**src/sv/start_byte_length_deframer_macros.svh**
```systemverilog
// Assertion macros for the start-byte length deframer.
`ifndef START_BYTE_LENGTH_DEFRAMER_MACROS_SVH
`define START_BYTE_LENGTH_DEFRAMER_MACROS_SVH

// Same-cycle implication, disabled during reset.
`define SBLD_ASSERT_SAME(label, clk, rst, ante, cons) \
   label: assert property (@(posedge clk) disable iff (rst) (ante) |-> (cons)) \
      else $error("sbld assertion failed");

// Next-cycle implication, disabled during reset.
`define SBLD_ASSERT_NEXT(label, clk, rst, ante, cons) \
   label: assert property (@(posedge clk) disable iff (rst) (ante) |=> (cons)) \
      else $error("sbld assertion failed");

`endif

```
**src/sv/sbld_pkg.sv**
```systemverilog
// Types and constants shared by the start-byte length deframer.
`timescale 1ns / 1ps
`default_nettype none
package sbld_pkg;

   localparam int unsigned ByteW     = 8;
   localparam int unsigned LenW      = 16;
   localparam int unsigned CsrIndexW = 2;
   localparam int unsigned CsrDataW  = 16;

   localparam logic [ByteW-1:0] StartMarkerReset = 8'h7E;
   localparam logic [LenW-1:0]  MaxLengthReset   = 16'd4096;

   typedef enum logic [CsrIndexW-1:0] {
      CSR_START_MARKER = 2'd0,
      CSR_MAX_LENGTH   = 2'd1
   } csr_index_type;

   // outcome of a check on a full four-byte header window
   typedef struct packed {
      logic             accept;
      logic             empty;
      logic [ByteW-1:0] chan;
      logic [LenW-1:0]  len;
   } hdr_verdict_type;

   typedef struct packed {
      logic [ByteW-1:0] chan;
      logic [ByteW-1:0] data_byte;
      logic             last_byte;
      logic             empty_packet;
   } result_type;

endpackage
`default_nettype wire

```
**src/sv/sbld_hdr_check.sv**
```systemverilog
// Header check: start marker, non-zero channel and length limit.
`timescale 1ns / 1ps
`default_nettype none
module sbld_hdr_check
   import sbld_pkg::*;
(
   input  wire logic [ByteW-1:0] hdr_start,
   input  wire logic [ByteW-1:0] hdr_chan,
   input  wire logic [ByteW-1:0] hdr_len_hi,
   input  wire logic [ByteW-1:0] hdr_len_lo,
   input  wire logic [ByteW-1:0] start_marker,
   input  wire logic [LenW-1:0]  max_length,
   output hdr_verdict_type       verdict
);

   logic [LenW-1:0] len;

   always_comb begin
      len            = {hdr_len_hi, hdr_len_lo};
      verdict.chan   = hdr_chan;
      verdict.len    = len;
      verdict.accept = (hdr_start == start_marker) && (hdr_chan != '0) &&
                       (len <= max_length);
      verdict.empty  = (len == '0);
   end

endmodule
`default_nettype wire

```
**src/sv/start_byte_length_deframer.sv**
```systemverilog
// Start-byte length deframer: one received byte per transaction.
// Throughput: one byte per cycle while req_ready is high; a two-entry output stage (register
// plus skid) holds one result while the result side stalls, and req_ready drops while the skid is full.
// Reset (synchronous, active high): hunting for a header, empty window, registers back
// to start marker 0x7E and length limit 4096, output stage empty.
`timescale 1ns / 1ps
`default_nettype none
`include "start_byte_length_deframer_macros.svh"
module start_byte_length_deframer
   import sbld_pkg::*;
(
   input  wire logic                 clock,
   input  wire logic                 reset,
   input  wire logic                 req_valid,
   output logic                      req_ready,
   input  wire logic [ByteW-1:0]     req_rx_byte,
   output logic                      rsp_valid,
   input  wire logic                 rsp_ready,
   output logic [ByteW-1:0]          rsp_chan,
   output logic [ByteW-1:0]          rsp_data_byte,
   output logic                      rsp_last_byte,
   output logic                      rsp_empty_packet,
   input  wire logic                 csr_write_en,
   input  wire logic [CsrIndexW-1:0] csr_index,
   input  wire logic [CsrDataW-1:0]  csr_wdata
);

   logic [ByteW-1:0] start_marker_ff, start_marker_in;
   logic [LenW-1:0]  max_length_ff, max_length_in;

   logic [ByteW-1:0] win0_ff, win0_in;
   logic [ByteW-1:0] win1_ff, win1_in;
   logic [ByteW-1:0] win2_ff, win2_in;
   logic [1:0]       fill_ff, fill_in;
   logic             in_payload_ff, in_payload_in;
   logic [LenW-1:0]  bytes_left_ff, bytes_left_in;
   logic [ByteW-1:0] frame_chan_ff, frame_chan_in;

   logic             out_valid_ff, out_valid_in;
   result_type       out_ff, out_in;
   logic             skid_valid_ff, skid_valid_in;
   result_type       skid_ff, skid_in;

   logic             accept;
   logic             res_valid;
   result_type       res;
   hdr_verdict_type  verdict;
   logic             pay_last;

   assign req_ready = !skid_valid_ff;
   assign accept    = req_valid && req_ready;
   assign pay_last  = (bytes_left_ff <= LenW'(1));

   sbld_hdr_check u_hdr_check (
      .hdr_start    (win0_ff),
      .hdr_chan     (win1_ff),
      .hdr_len_hi   (win2_ff),
      .hdr_len_lo   (req_rx_byte),
      .start_marker (start_marker_ff),
      .max_length   (max_length_ff),
      .verdict      (verdict)
   );

   // configuration registers
   always_comb begin
      start_marker_in = start_marker_ff;
      max_length_in   = max_length_ff;
      if (csr_write_en) begin
         unique case (csr_index)
            CSR_START_MARKER: start_marker_in = csr_wdata[ByteW-1:0];
            CSR_MAX_LENGTH:   max_length_in   = csr_wdata[LenW-1:0];
            default: ;
         endcase
      end
   end

   // framing state and the result of this transaction
   always_comb begin
      win0_in          = win0_ff;
      win1_in          = win1_ff;
      win2_in          = win2_ff;
      fill_in          = fill_ff;
      in_payload_in    = in_payload_ff;
      bytes_left_in    = bytes_left_ff;
      frame_chan_in    = frame_chan_ff;
      res_valid        = 1'b0;
      res.chan         = frame_chan_ff;
      res.data_byte    = req_rx_byte;
      res.last_byte    = 1'b0;
      res.empty_packet = 1'b0;
      if (accept) begin
         priority if (in_payload_ff) begin
            res_valid     = 1'b1;
            res.last_byte = pay_last;
            if (pay_last) begin
               in_payload_in = 1'b0;
               bytes_left_in = '0;
            end else begin
               bytes_left_in = bytes_left_ff - LenW'(1);
            end
         end else if (fill_ff != 2'd3) begin
            unique case (fill_ff)
               2'd0:    win0_in = req_rx_byte;
               2'd1:    win1_in = req_rx_byte;
               default: win2_in = req_rx_byte;
            endcase
            fill_in = fill_ff + 2'd1;
         end else if (!verdict.accept) begin
            // drop only the first byte and rescan the rest
            win0_in = win1_ff;
            win1_in = win2_ff;
            win2_in = req_rx_byte;
         end else begin
            win0_in       = '0;
            win1_in       = '0;
            win2_in       = '0;
            fill_in       = 2'd0;
            frame_chan_in = verdict.chan;
            if (verdict.empty) begin
               res_valid        = 1'b1;
               res.chan         = verdict.chan;
               res.data_byte    = '0;
               res.last_byte    = 1'b1;
               res.empty_packet = 1'b1;
            end else begin
               in_payload_in = 1'b1;
               bytes_left_in = verdict.len;
            end
         end
      end
   end

   // output register with skid entry
   always_comb begin
      out_valid_in  = out_valid_ff;
      out_in        = out_ff;
      skid_valid_in = skid_valid_ff;
      skid_in       = skid_ff;
      if (!out_valid_ff || rsp_ready) begin
         out_valid_in  = skid_valid_ff || res_valid;
         out_in        = skid_valid_ff ? skid_ff : res;
         skid_valid_in = 1'b0;
      end else if (res_valid) begin
         skid_valid_in = 1'b1;
         skid_in       = res;
      end
   end

   always_ff @(posedge clock) begin
      if (reset) begin
         start_marker_ff <= StartMarkerReset;
         max_length_ff   <= MaxLengthReset;
         win0_ff         <= '0;
         win1_ff         <= '0;
         win2_ff         <= '0;
         fill_ff         <= 2'd0;
         in_payload_ff   <= 1'b0;
         bytes_left_ff   <= '0;
         frame_chan_ff   <= '0;
         out_valid_ff    <= 1'b0;
         skid_valid_ff   <= 1'b0;
      end else begin
         start_marker_ff <= start_marker_in;
         max_length_ff   <= max_length_in;
         win0_ff         <= win0_in;
         win1_ff         <= win1_in;
         win2_ff         <= win2_in;
         fill_ff         <= fill_in;
         in_payload_ff   <= in_payload_in;
         bytes_left_ff   <= bytes_left_in;
         frame_chan_ff   <= frame_chan_in;
         out_valid_ff    <= out_valid_in;
         skid_valid_ff   <= skid_valid_in;
      end
   end

   always_ff @(posedge clock) begin
      out_ff  <= out_in;
      skid_ff <= skid_in;
   end

   assign rsp_valid        = out_valid_ff;
   assign rsp_chan         = out_ff.chan;
   assign rsp_data_byte    = out_ff.data_byte;
   assign rsp_last_byte    = out_ff.last_byte;
   assign rsp_empty_packet = out_ff.empty_packet;

   `SBLD_ASSERT_SAME(a_skid_behind_out, clock, reset, skid_valid_ff, out_valid_ff)
   `SBLD_ASSERT_SAME(a_payload_window_empty, clock, reset, in_payload_ff, fill_ff == 2'd0)
   `SBLD_ASSERT_SAME(a_empty_is_last, clock, reset, out_valid_ff && out_ff.empty_packet,
                     out_ff.last_byte && (out_ff.data_byte == '0))
   `SBLD_ASSERT_NEXT(a_payload_continues, clock, reset,
                     in_payload_ff && accept && (bytes_left_ff > LenW'(1)), in_payload_ff)

endmodule
`default_nettype wire

```
**config.mk**
```make
export PLATFORM = sky130hd
export DESIGN_NAME = start_byte_length_deframer
export DESIGN_NICKNAME = d
export VERILOG_FILES = /design/src/sv/sbld_pkg.sv /design/src/sv/sbld_hdr_check.sv /design/src/sv/start_byte_length_deframer.sv
export VERILOG_INCLUDE_DIRS = /design/src /design/src/sv
export SDC_FILE = /design/constraint.sdc
export NUM_CORES = 1
export LEC_CHECK = 0
export ABC_CLOCK_PERIOD_IN_PS = 5100
export BUFFER_PORTS_ARGS = -buffer_cell sky130_fd_sc_hd__buf_2
export CORE_MARGIN = 1.5
export CORE_UTILIZATION = 45
export CTS_CLUSTER_DIAMETER = 150
export CTS_CLUSTER_SIZE = 25
export DETAILED_ROUTE_END_ITERATION = 8
export PLACE_DENSITY = 0.7
export SLEW_MARGIN = 20
export SYNTH_ARGS = -nofsm -noshare
export SYNTH_HDL_FRONTEND = slang
export SYNTH_HIERARCHICAL = 1
export SYNTH_SLANG_ARGS = --single-unit
```
**constraint.sdc**
```tcl
create_clock -name clock -period 5.1 [get_ports clock]
set_clock_uncertainty 0.2 [all_clocks]
set_input_delay 0.255 -clock clock [delete_from_list [all_inputs] [get_ports clock]]
set_output_delay 0.255 -clock clock [all_outputs]
set_load 0.03 [all_outputs]
```
==> results of run 1 <==
synth_stat cells (all sizes together) (2+ instances only):
| cell | instances | area [µm²] |
|---|---|---|
| or4 | 3 | 22.5 |
| a211o | 7 | 61.3 |
| a21o | 3 | 22.5 |
| nor2 | 33 | 131 |
| xnor2 | 6 | 52.6 |
| o21ai | 9 | 45.0 |
| and3 | 5 | 31.3 |
| or3 | 5 | 31.3 |
| o21a | 5 | 37.5 |
| mux2 | 24 | 270 |
| dfxtp | 77 | 1540 |
| a211oi | 18 | 135 |
| ha | 21 | 263 |
| mux2i | 3 | 30.0 |
| and2 | 10 | 62.6 |
| and4 | 2 | 17.5 |
| o32ai | 3 | 26.3 |
| edfxtp | 36 | 1080 |
| a21oi | 68 | 348 |
| o21bai | 2 | 15.0 |
| and3b | 2 | 17.5 |
| buf | 27 | 200 |
| clkbuf | 29 | 110 |
| o31ai | 3 | 36.3 |
| nand3b | 3 | 22.5 |
| a31oi | 8 | 50.1 |
| o31a | 3 | 26.3 |
| nor4 | 11 | 68.8 |
| nand3 | 21 | 105 |
| nand4 | 6 | 37.5 |
| nand2 | 74 | 280 |
| xor2 | 2 | 17.5 |
| a32oi | 2 | 17.5 |
| nor3 | 11 | 60.1 |
| nor3b | 3 | 22.5 |
| nand2b | 4 | 25.0 |
| a2111oi | 2 | 17.5 |
| inv | 28 | 105 |
| nor2b | 18 | 113 |
stage by stage:
stage                util  hold WS, ps  worst slack (ps)  area [µm²]  std cells
detailed placement  0.482          246              1050        5830        773
finish              0.553         35.9               795        6690        827
global placement    0.482          242              1200        5830        773
CTS                 0.553         4.06               885        6690        827
floorplan               -          173              1650        5640        606
global route        0.553         29.1               601        6690        827
worst max-delay path: cells and delay by family:
kind,cells,cell delay (ps)
AOI/OAI and AO/OA,5,1120
adders and majority gates,1,320
buffers and inverters,2,710
muxes,2,660
and+or+nand+nor,3,1190
cells by family after synthesis:
group / count (synthesis) / share of synthesized area
xor gates and xnor gates: 8 / 0.0124
DFF: 113 / 0.465
buffers and inverters: 84 / 0.0736
and+or+nand+nor: 213 / 0.189
muxes: 27 / 0.0532
adders and majority gates: 21 / 0.0466
AOI/OAI and AO/OA: 140 / 0.161
cell type report:
class                           count  area, µm²  area share
Sequential cell                   113       2620       0.392
Multi-Input combinational cell    409       2610       0.390
Timing Repair Buffer               77        508      0.0759
Clock buffer                       18        429      0.0641
Clock inverter                     14        211      0.0316
Tap cell                          168        210      0.0314
Inverter                           28        105      0.0157
state kept, by name, indices dropped and copies added, names as in the netlist:
register and flops:
win1_ff 8, rsp_data_byte 8, fill_ff 2, skid_valid_ff 1, rsp_empty_packet 1, win2_ff 8, rsp_valid 1, frame_chan_ff 8
skid_ff 18, rsp_last_byte 1, win0_ff 8, bytes_left_ff 16, in_payload_ff 1, rsp_chan 8, max_length_ff 16, start_marker_ff 8
worst min-delay path by stage:
stage | end | slack [ps] | depth (start not counted)
final | win2_ff[4]$_SDFFE_PP0P_ | 40 | 3
after floorplan | start_marker_ff[1]$_SDFFE_PP1P_ | 170 | 1
after global routing | win2_ff[4]$_SDFFE_PP0P_ | 30 | 3
after CTS | win2_ff[4]$_SDFFE_PP0P_ | 4 | 3
after detailed placement | frame_chan_ff[7]$_SDFFE_PP0P_ | 250 | 2
after global placement | frame_chan_ff[7]$_SDFFE_PP0P_ | 240 | 2
power by group:
part           total (W)  switching (W)  internal (W)
Sequential      0.000978      0.0000260      0.000952
Combinational   0.000175      0.0000978     0.0000770
Clock            0.00128       0.000418      0.000866
layer usage:
layer | up-vias | track usage
li1 | 2239 | -
met1 | 2182 | 0.283
met5 | - | 0
met4 | 0 | 0.0798
met2 | 181 | 0.335
met3 | 26 | 0.0532
==> summary.txt, run 1 <==
Clock tree
  • CTS buffer count: 17
  • Total clock sinks: 113
  • CTS root buf: clkbuf_16
  • CTS Buffer Depth: 2
  • Number of setup buffers added after CTS: 0
  • Clk Latency, worst-skew pair: 400 ps
  • CTS tree: done
  • Clk slew on worst S/H paths: ~60 ps
  • CTS Hold Buffers Added: 22
  • Number of H-tree levels: 4
  • Post-CTS sizing: 0

Floorplanning
  • Core area: ~12000 µm²
  • Row Count: 40
  • Die width: approximately 110 µm
  • Initial core utilization: 0.466
  • Die area: around 13000 µm²
  • Number of I/O pins: 51
  • Chip height: roughly 110 µm

Global route
  • Number of global-route vias before repair: around 4400
  • First-pass GRT wire length: 22000 µm
  • Largest net degree at the start of global routing: 79
  • Initial antenna violation count: 0
  • Gr usage total: 0.212
  • Gr ovfl total: 0

STA
  • Final Cycle Share: 0.844
  • Final setup fails: 0
  • Crit path time final: 4310 ps
  • Least-Margin Pin Slew: around 1100 ps
  • Fmax: 232 MHz
  • Final setup TNS: 0 ps
  • RSZ-0062 raised after global routing: false
  • Final Hold Fails: 0
  • Slew headroom: 0.265
  • Final Max Tran Viols: 0

Worst setup path
  • Worst r2r path cells: 11
  • R2r setup slk: ~950 ps
  • Critical Path Fanout Max: 18
  • R2r startpoint: win2_ff[0]$_SDFFE_PP0P_
  • Crit path cell chain: dlygate4sd3_1 -> buf_2 -> ha_1 -> a21oi_1 -> o21ai_1 -> a221o_1 -> a211o_1 -> a21oi_2 -> nand2_1 -> nor3_2 -> nand2_2 -> mux2_2 -> mux2_2
  • Critical Path Start: req_rx_byte[5]
  • CP most frequent cell: mux2_2
  • Critical path class: in -> reg
  • Element type at the critical path start: primary input
  • Setup crit end: rsp_chan[4]$_DFFE_PP_
  • Worst R2R End: rsp_chan[4]$_DFFE_PP_
  • Req. time, crit path: roughly 5100 ps
  • Max stage delay on crit path: approximately 570 ps
  • Critical Path AT: between 4000 and 5000 ps
  • Crit end category: register
  • Worst path slowest cell: nor3_2

Synth
  • Area of the mapped netlist: 5640 µm²
  • Ys async rst share: 0
  • Most used DFF post-synth: dfxtp_1
  • Synth warnings: 6
  • Syn Nets: ~660
  • Post-Synthesis Cells: 606
  • Synthesis-stage register bit count: 113
  • Post-synth EDFFs: 36
  • Mapped Avg Cell Area: 9.31 µm²
  • Sequential area share after synthesis: 0.465
  • Yosys cell types: between 50 and 60

Run status
  • Status: finished clean

Layout
  • Antenna cells: 0
  • Share of layout cells above drive strength 1: 0.181
  • Filler cell count: approximately 1100
  • Most common cell after layout, fill and taps aside: dfxtp_1
  • Commonest non-fill, non-tap cells in the layout: dfxtp_1 (77), nand2_1 (73), a21oi_1 (66)
  • NumNets Final: 698
  • Synthesis-to-layout area growth: 18.7%

Route
  • Max Used Layer: met4
  • Routed wl met2: roughly 6000 µm
  • Post-Route WL: ~13000 µm
  • Vias/cell: 5.60
  • Wire per inst: around 16 µm
  • DR vias: 4628
  • DR DRC count: 0
  • DRT iter0 DRCs: between 400 and 500
  • Routed Antenna Nets: 0
  • Met3 wire length: between 900 and 1000 µm
  • M1 WL: a little over 6000 µm
  • Initial DRT Pass Iterations: 5

Placed design
  • Number of port buffers: 50
  • Detail Placement HPWL: between 8000 and 9000 µm
  • Routability cong.: around 0.94

Worst hold path
  • Beginning of the worst hold path: req_rx_byte[4]
  • Worst Hold Class: in -> reg

Run
  • Max-cap violation count: 0

Power
  • Lkg Pwr: about 2.6 nW
  • Cell Pwr Density: roughly 360 nW/µm²
  • Peak VDD IR: 0.302 mV
  • Overall Power: about 0.0024 W
Power figures use the tool's default switching activity.
==> inputs of run 2 (changes only) <==
--- a/config.mk
+++ b/config.mk
@@ -6,7 +6,8 @@
 export SDC_FILE = /design/constraint.sdc
 export NUM_CORES = 1
 export LEC_CHECK = 0
-export ABC_CLOCK_PERIOD_IN_PS = 5100
+export ABC_AREA = 1
+export ABC_CLOCK_PERIOD_IN_PS = 4400
 export BUFFER_PORTS_ARGS = -buffer_cell sky130_fd_sc_hd__buf_2
 export CORE_MARGIN = 1.5
 export CORE_UTILIZATION = 45
==> constraint.sdc (replaced) <==
create_clock -name clock -period 4.4 [get_ports clock]
set_clock_uncertainty 0.2 [all_clocks]
set_input_delay 0.22 -clock clock [delete_from_list [all_inputs] [get_ports clock]]
set_output_delay 0.22 -clock clock [all_outputs]
set_load 0.03 [all_outputs]
==> run 2 against run 1 <==
Against the previous run: register-to-register slack gained 360 ps; hold slack got worse by 22 ps; synthesized cell count is 21% higher; global-route usage about the same; sequential share of layout area is 0.13 points lower; critical endpoint is now in_payload_ff$_SDFFE_PP0P_; largest power group unchanged.
==> summary.txt, run 2 <==
Run status
  • Status: finished clean

Power
  • Lkg Pwr: 2.93 nW (+12%)
  • Switching share of power: 0.230 (+0.00773)
  • Clk pwr share: 0.510 (-0.017)
  • Peak VDD IR: 0.202 mV (-33%)
  • Cell Pwr Density: 418 nW/µm² (+15%)
  • Flop pwr share: 0.408 (+0.007)
  • Combinational power share: 0.081 (+0.009)
  • Internal power: 0.00216 W (+14%)
  • Sw Pwr: 0.000646 W (+19%)

Worst setup path
  • Req. time, crit path: 4560 ps (-490 ps)
  • Critical Path AT: 3360 ps (-900 ps)
  • Critical Path Fanout Max: 18 (unchanged)
  • Critical path class: in -> reg
  • Crit end category: register
  • Element type at the critical path start: primary input

Global route
  • Gr ovfl total: 0 (unchanged)
  • Number of global-route vias before repair: 4703 (+5.9%)
  • Initial antenna violation count: 0 (unchanged)
  • First-pass GRT wire length: 22300 µm (+1.5%)
  • Gr usage total: 0.213 (+0.000496)
  • Largest net degree at the start of global routing: 41 (-48%)

Synth
  • Area contributors post-synth: dfxtp_1 (27%), edfxtp_1 (19%), nand2_1 (9.5%), nor2_1 (7.6%), o21ai_0 (6.4%)
  • Post-synthesis compound-gate area fraction: 0.148 (-0.0127)
  • Most used DFF post-synth: dfxtp_1
  • Ys async rst share: 0 (unchanged)
  • Area of the mapped netlist: 5700 µm² (+1.1%)
  • Largest area contributor in the netlist: dfxtp_1
  • Commonest cells in the netlist: nand2_1 (144), nor2_1 (115), dfxtp_1 (77)
  • Largest family of logic cells by synthesized area: simple AND/OR/NAND/NOR gates
  • Synth Area in Adders: 0.0461 (-0.000491)
  • Post-Synthesis Cells: 734 (+21%)
  • Post-synthesis mux area share: 0 (-0.0532)
  • Most common cell in the netlist: nand2_1
  • Sequential area share after synthesis: 0.460 (-0.00490)
  • Yosys cell types: 39 (-34%)
  • Post-synth EDFFs: 36 (unchanged)
  • Syn Nets: 786 (+19%)
  • Mapped Avg Cell Area: 7.77 µm² (-17%)
  • Post-synth top area share: 0.270 (-0.00288)
  • Synthesis-stage register bit count: 113 (unchanged)
  • Synth warnings: 6 (unchanged)
  • Post-synthesis xor/xnor area fraction: 0.0200 (+0.00755)
  • Post-synthesis simple-gate area fraction: 0.222 (+0.0338)

Route
  • Post-Route WL: 13200 µm (-2.0%)
  • Vias/cell: 5.16 (-7.7%)
  • DR DRC count: 0 (unchanged)
  • Initial DRT Pass Iterations: 7 (+2)
  • DR vias: 4958 (+7.1%)
  • Routed Antenna Nets: 0 (unchanged)
  • Wire per inst: 13.7 µm (-16%)
  • DRT iter0 DRCs: 417 (-9.7%)

Floorplanning
  • Die width: 116 µm (+0.52%)
  • Chip height: 116 µm (+0.52%)
  • Die area: 13400 µm² (+1.0%)
  • Row Count: 40 (unchanged)
  • Number of I/O pins: 51 (unchanged)
  • Core area: 12200 µm² (+0.41%)
  • Initial core utilization: 0.469 (+0.00302)

STA
  • Crit path time final: 3200 ps
  • Least-Margin Pin Slew: 845 ps (-255 ps)
  • Final setup TNS: 0 ps (unchanged)
  • Final Hold Fails: 0 (unchanged)
  • Final Cycle Share: 0.727
  • RSZ-0062 raised after global routing: false
  • Fmax: around 310 MHz
  • Slew headroom: 0.435 (+0.170)
  • Final WS setup: 1200 ps (+406 ps)
  • Final setup fails: 0 (unchanged)
  • Final Max Tran Viols: 0 (unchanged)

Layout
  • Top Registers: skid_ff (18), bytes_left_ff (16), max_length_ff (16)
  • Most flop-heavy register: skid_ff
  • Commonest non-fill, non-tap cells in the layout: nand2_1 (144), nor2_1 (115), dfxtp_1 (77)
  • Share of layout cells above drive strength 1: 0.131 (-0.0493)
  • Synthesis-to-layout area growth: 17.8%
  • Most common cell after layout, fill and taps aside: nand2_1
  • Filler cell count: 1089 (unchanged)
  • NumNets Final: 831 (+19%)
  • Antenna cells: 0 (unchanged)
  • Max reg flops: 18 (unchanged)

Placed design
  • Routability cong.: 0.922 (-1.7%)
  • Setup slack at placement: 1450 ps (+397 ps)
  • Detail Placement HPWL: 8930 µm (about the same)
  • Number of port buffers: 50 (unchanged)

Clock tree
  • CTS buffer count: 17 (unchanged)
  • Number of setup buffers added after CTS: 0 (unchanged)
  • CTS root buf: clkbuf_16
  • Clk Latency, worst-skew pair: 420 ps (+20 ps)
  • CTS Buffer Depth: 2 (unchanged)
  • CTS tree: done
  • Clk slew on worst S/H paths: 50 ps (about the same)
  • Total clock sinks: 113 (unchanged)
  • Number of H-tree levels: 4 (unchanged)

Worst hold path
  • Worst Hold Class: in -> reg

Run
  • Max-cap violation count: 0 (unchanged)
run 2: cell types whose count changed after synthesis, moves of 15 or more:
| cell | change |
|---|---|
| clkbuf_1 | -15 |
| nand2_1 | +71 |
| o21ai_0 | +67 |
| nor2b_1 | -18 |
| inv_1 | +43 |
| nor2_1 | +83 |
| mux2_2 | -24 |
run 2: final cells by class:
| cell class | instances | area [µm²] | share of cell area |
|---|---|---|---|
| clock buffer | 25 | 538 | 0.0801 |
| multi-input combinational | 499 | 2490 | 0.371 |
| inverter | 75 | 288 | 0.0428 |
| clock inverter | 7 | 93.8 | 0.0140 |
| timing repair buffer | 73 | 475 | 0.0708 |
| tap | 168 | 210 | 0.0313 |
| sequential | 113 | 2620 | 0.390 |
run 2: worst paths after layout:
check / startpoint / slack (ps) / end / cells past startpoint
max: req_rx_byte[5] / 1200 / in_payload_ff$_SDFFE_PP0P_ / 17
min: req_rx_byte[2] / 10 / win2_ff[2]$_SDFFE_PP0P_ / 3
max reg2reg: win2_ff[7]$_SDFFE_PP0P_ / 1310 / in_payload_ff$_SDFFE_PP0P_ / 13
min reg2reg: max_length_ff[12]$_SDFFE_PP1P_ / 260 / max_length_ff[12]$_SDFFE_PP1P_ / 2
run 2: power by group through the flow:
| stage | Sequential [W] | Combinational (W) | Clock, W |
|---|---|---|---|
| after global placement | 0.00116 | 0.000204 | 0 |
| final | 0.00115 | 0.000228 | 0.00143 |
| after global routing | 0.00115 | 0.000259 | 0.00150 |
| after detailed placement | 0.00117 | 0.000211 | 0 |
| after CTS | 0.00114 | 0.000227 | 0.00145 |
| after floorplan | 0.00116 | 0.000165 | 0 |
run 2: routing by layer:
metal  vias to the layer above  GRT usage  share of wire
met3                        22     0.0486          0.066
met1                      2272      0.276           0.45
met5                         -          0              0
met2                       185      0.346           0.46
met4                         0     0.0840          0.018
li1                       2479          -              -
run 2: logic make-up after synthesis:
logic type | Yosys count
flops | 113
buf+inv | 122
compound gates | 157
simple gates | 308
fa+ha+maj | 21
xor+xnor | 13
run 2: critical path: stages:
cell           delay, ps
dlygate4sd3_1        550
buf_2                180
ha_1                 320
a21oi_1              130
nor2_1                50
nor2_1                80
nand2_1               60
nand2_1               50
nand2_1               60
a21oi_2              160
nand2_2              170
inv_2                100
nand2_2               60
a21oi_4              380
nand2_1              100
a21oi_1              130
dlygate4sd3_1        550
run 2: repair_timing:
action	in CTS	in global routing
gates resized for setup	0	0
endpoints found under the hold margin	34	0
hold buffers	21	0
run 2: through the flow:
step           std cells  instance area, µm²  total power, W  hold slack, ps   util
2_1_floorplan        734                5700         0.00133            98.5      -
3_3_place_gp         907                5870         0.00137             244  0.483
3_5_place_dp         907                5870         0.00138             239  0.483
4_1_cts              960                6720         0.00282           0.333  0.552
5_1_grt              960                6720         0.00291            40.0  0.552
6_report             960                6720         0.00281            14.2  0.552
==> inputs of run 3 (changes only) <==
--- a/config.mk
+++ b/config.mk
@@ -7,14 +7,14 @@
 export NUM_CORES = 1
 export LEC_CHECK = 0
 export ABC_AREA = 1
-export ABC_CLOCK_PERIOD_IN_PS = 4400
+export ABC_CLOCK_PERIOD_IN_PS = 2800
 export BUFFER_PORTS_ARGS = -buffer_cell sky130_fd_sc_hd__buf_2
 export CORE_MARGIN = 1.5
 export CORE_UTILIZATION = 45
 export CTS_CLUSTER_DIAMETER = 150
 export CTS_CLUSTER_SIZE = 25
 export DETAILED_ROUTE_END_ITERATION = 8
-export PLACE_DENSITY = 0.7
+export PLACE_DENSITY = 0.73
 export SLEW_MARGIN = 20
 export SYNTH_ARGS = -nofsm -noshare
 export SYNTH_HDL_FRONTEND = slang
==> constraint.sdc (replaced) <==
create_clock -name clock -period 2.8 [get_ports clock]
set_clock_uncertainty 0.2 [all_clocks]
set_input_delay 0.14 -clock clock [delete_from_list [all_inputs] [get_ports clock]]
set_output_delay 0.14 -clock clock [all_outputs]
set_load 0.03 [all_outputs]
==> run 3 against run 2 <==
Against the previous run: routed wire length shrank 4.0%; via count shrank 3.2%; cell count rose by 1.8%; sequential power rose by 56%; setup slack lost 950 ps; clock power up 68%; first-iteration DRC count up 7.9%; highest routed layer unchanged.
==> summary.txt, run 3 (synthesized netlist as in run 2, its figures left out) <==
Power
  • Cell Pwr Density: 662 nW/µm² (+58%)
  • Peak VDD IR: 0.423 mV (+110%)
  • Overall Power: 0.00456 W (+63%)
  • Lkg Pwr: 3.03 nW (+3.1%)

Route
  • Wire per inst: 12.9 µm (-5.7%)
  • Post-Route WL: 12600 µm (-4.0%)
  • Vias/cell: 4.91 (-4.9%)
  • DRT iter0 DRCs: 450 (+7.9%)
  • Initial DRT Pass Iterations: 5 (-2)
  • Routed Antenna Nets: 0 (unchanged)
  • DR vias: 4800 (-3.2%)
  • DR DRC count: 0 (unchanged)

Layout
  • NumNets Final: 848 (+2.0%)
  • Commonest non-fill, non-tap cells in the layout: nand2_1 (144), nor2_1 (113), dfxtp_1 (77)
  • Filler cell count: 1112 (+2.1%)
  • Top Registers: skid_ff (18), bytes_left_ff (16), max_length_ff (16)
  • Share of layout cells above drive strength 1: 0.152 (+0.0207)
  • Register area: 2620 µm² (unchanged)
  • Most common cell after layout, fill and taps aside: nand2_1
  • Post-route insts no fill: 977 (+1.8%)
  • Max reg flops: 18 (unchanged)
  • Area of the multi-input gates: 2490 µm² (+0.20%)
  • Synthesis-to-layout area growth: 20.9%
  • Most flop-heavy register: skid_ff
  • Antenna cells: 0 (unchanged)

Clock tree
  • CTS root buf: clkbuf_16
  • CTS tree: done
  • Number of H-tree levels: 4 (unchanged)
  • CTS buffer count: 17 (unchanged)
  • Clk Latency, worst-skew pair: 420 ps (about the same)
  • Total clock sinks: 113 (unchanged)
  • Number of setup buffers added after CTS: 0 (unchanged)
  • Clk slew on worst S/H paths: 60 ps (about the same)
  • CTS Buffer Depth: 2 (unchanged)

Worst setup path
  • Element type at the critical path start: primary input
  • Worst r2r path cells: 16 (+3)
  • Buf/Inv on CP: 4 (unchanged)
  • R2r setup slk: 300 ps (-1010 ps)
  • Crit end category: register
  • Worst path slowest cell: dlygate4sd3_1
  • Worst path top cell family by delay: buffers and inverters
  • Req. time, crit path: 2730 ps (-1830 ps)
  • Critical path class: in -> reg
  • Crit path cell chain: dlygate4sd3_1 -> buf_2 -> ha_1 -> nand2_1 -> inv_1 -> nand2_1 -> nand2_1 -> nand2_1 -> nand2_1 -> nand2_1 -> nand2_1 -> a21oi_2 -> nand2_2 -> nor2_2 -> o21ai_0 -> nor2_2 -> buf_12
  • R2r startpoint: max_length_ff[3]$_SDFFE_PP0P_
  • Max stage delay on crit path: 540 ps (about the same)
  • Critical Path Start: req_rx_byte[3]
  • Critical Path Fanout Max: 18 (unchanged)
  • Critical Path AT: 2480 ps (-880 ps)
  • Worst R2R End: skid_ff[12]$_DFFE_PP_
  • CP most frequent cell: nand2_1

Global route
  • Initial antenna violation count: 0 (unchanged)
  • Gr ovfl total: 0 (unchanged)
  • First-pass GRT wire length: 20700 µm (-7.1%)
  • Number of global-route vias before repair: 4395 (-6.5%)
  • Largest net degree at the start of global routing: 66 (+61%)
  • Gr usage total: 0.201 (-0.0116)

Worst hold path
  • WHS Path Cells: 4 (+1)
  • Worst Hold Class: in -> reg
  • Hold Path Sink: win2_ff[2]$_SDFFE_PP0P_
  • Beginning of the worst hold path: req_rx_byte[2]

STA
  • Fin Hold WS: 13.2 ps (-1.08 ps)
  • Final Hold Fails: 0 (unchanged)
  • Final Cycle Share: 0.910
  • RSZ-0062 raised after global routing: false
  • Crit path time final: approximately 2500 ps
  • Slew headroom: 0.612 (+0.176)
  • Fmax: between 300 and 400 MHz
  • Final setup fails: 0 (unchanged)
  • Final Max Tran Viols: 0 (unchanged)
  • Final setup TNS: 0 ps (unchanged)
  • Least-Margin Pin Slew: 583 ps (-263 ps)

Floorplanning
  • Initial core utilization: 0.469 (unchanged)
  • Number of I/O pins: 51 (unchanged)
  • Core area: 12200 µm² (unchanged)
  • Die width: 116 µm (unchanged)
  • Die area: 13400 µm² (unchanged)
  • Row Count: 40 (unchanged)
  • Chip height: 116 µm (unchanged)

Placed design
  • Placed Cells: 923 (+1.8%)
  • Routability cong.: 0.883 (-4.2%)
  • Detail Placement HPWL: 8590 µm (-3.8%)
  • Number of port buffers: 50 (unchanged)

Run
  • Max-cap violation count: 0 (unchanged)

Run status
  • Status: finished clean
==> run 3: cell count changes in the layout (fill, tap and decap cells not counted), moves of 2 or more <==
cell	change
buf_4	+15
bufinv_16	+3
clkbuf_16	-2
clkbuf_8	-2
clkinv_4	+2
nor2_1	-2
nor2_2	+2
==> run 3: per-stage QoR <==
step / utilization / instance area (µm²) / setup slack, ps
global placement: 0.494 / 6010 / 288
floorplan: - / 5700 / 12.9
detailed placement: 0.494 / 6010 / 254
finish: 0.567 / 6890 / 252
global route: 0.567 / 6890 / 40.0
CTS: 0.567 / 6890 / 194
==> run 3: worst max-delay path by stage <==
stage                     cells past startpoint  slack, ps               endpoint
after CTS                                    17        190  skid_ff[12]$_DFFE_PP_
after global placement                       11        290  skid_ff[15]$_DFFE_PP_
after floorplan                              12         10   skid_ff[0]$_DFFE_PP_
after global routing                         17         40  skid_ff[12]$_DFFE_PP_
after detailed placement                     16        250  skid_ff[15]$_DFFE_PP_
final                                        17        250  skid_ff[12]$_DFFE_PP_
==> run 3: power by group <==
group / leakage (nW) / internal, W / switching [W]
Clock: 0.317 / 0.00163 / 0.000771
Combinational: 1.73 / 0.000150 / 0.000218
Sequential: 0.977 / 0.00175 / 0.0000485
==> run 3: tightest hold or removal path, stage by stage <==
cell and delay, ps:
buf_2 120, buf_4 150, a21oi_1 120, a211oi_1 50
==> run 3: cell type report <==
type | instances | area share
clock inverters | 12 | 0.0298
well taps | 168 | 0.0305
multi-input cells | 499 | 0.362
clock buffers | 20 | 0.0662
repair buffers | 90 | 0.0897
inverters | 75 | 0.0417
flip-flops and latches | 113 | 0.380
==> run 3: what timing repair did <==
| item | CTS | global route |
|---|---|---|
| hold buffers | 22 | 0 |
| endpoints found under the setup margin | 0 | 19 |
| endpoints found under the hold margin | 39 | 0 |
| resized for setup | 0 | 1 |
==> run 3: routing by layer <==
| metal | wire length, µm | vias up | global-route usage |
|---|---|---|---|
| met3 | 676 | 15 | 0.0617 |
| met5 | 0 | - | 0 |
| li1 | - | 2511 | - |
| met1 | 6250 | 2131 | 0.274 |
| met4 | 199 | 0 | 0.0741 |
| met2 | 5510 | 143 | 0.303 |
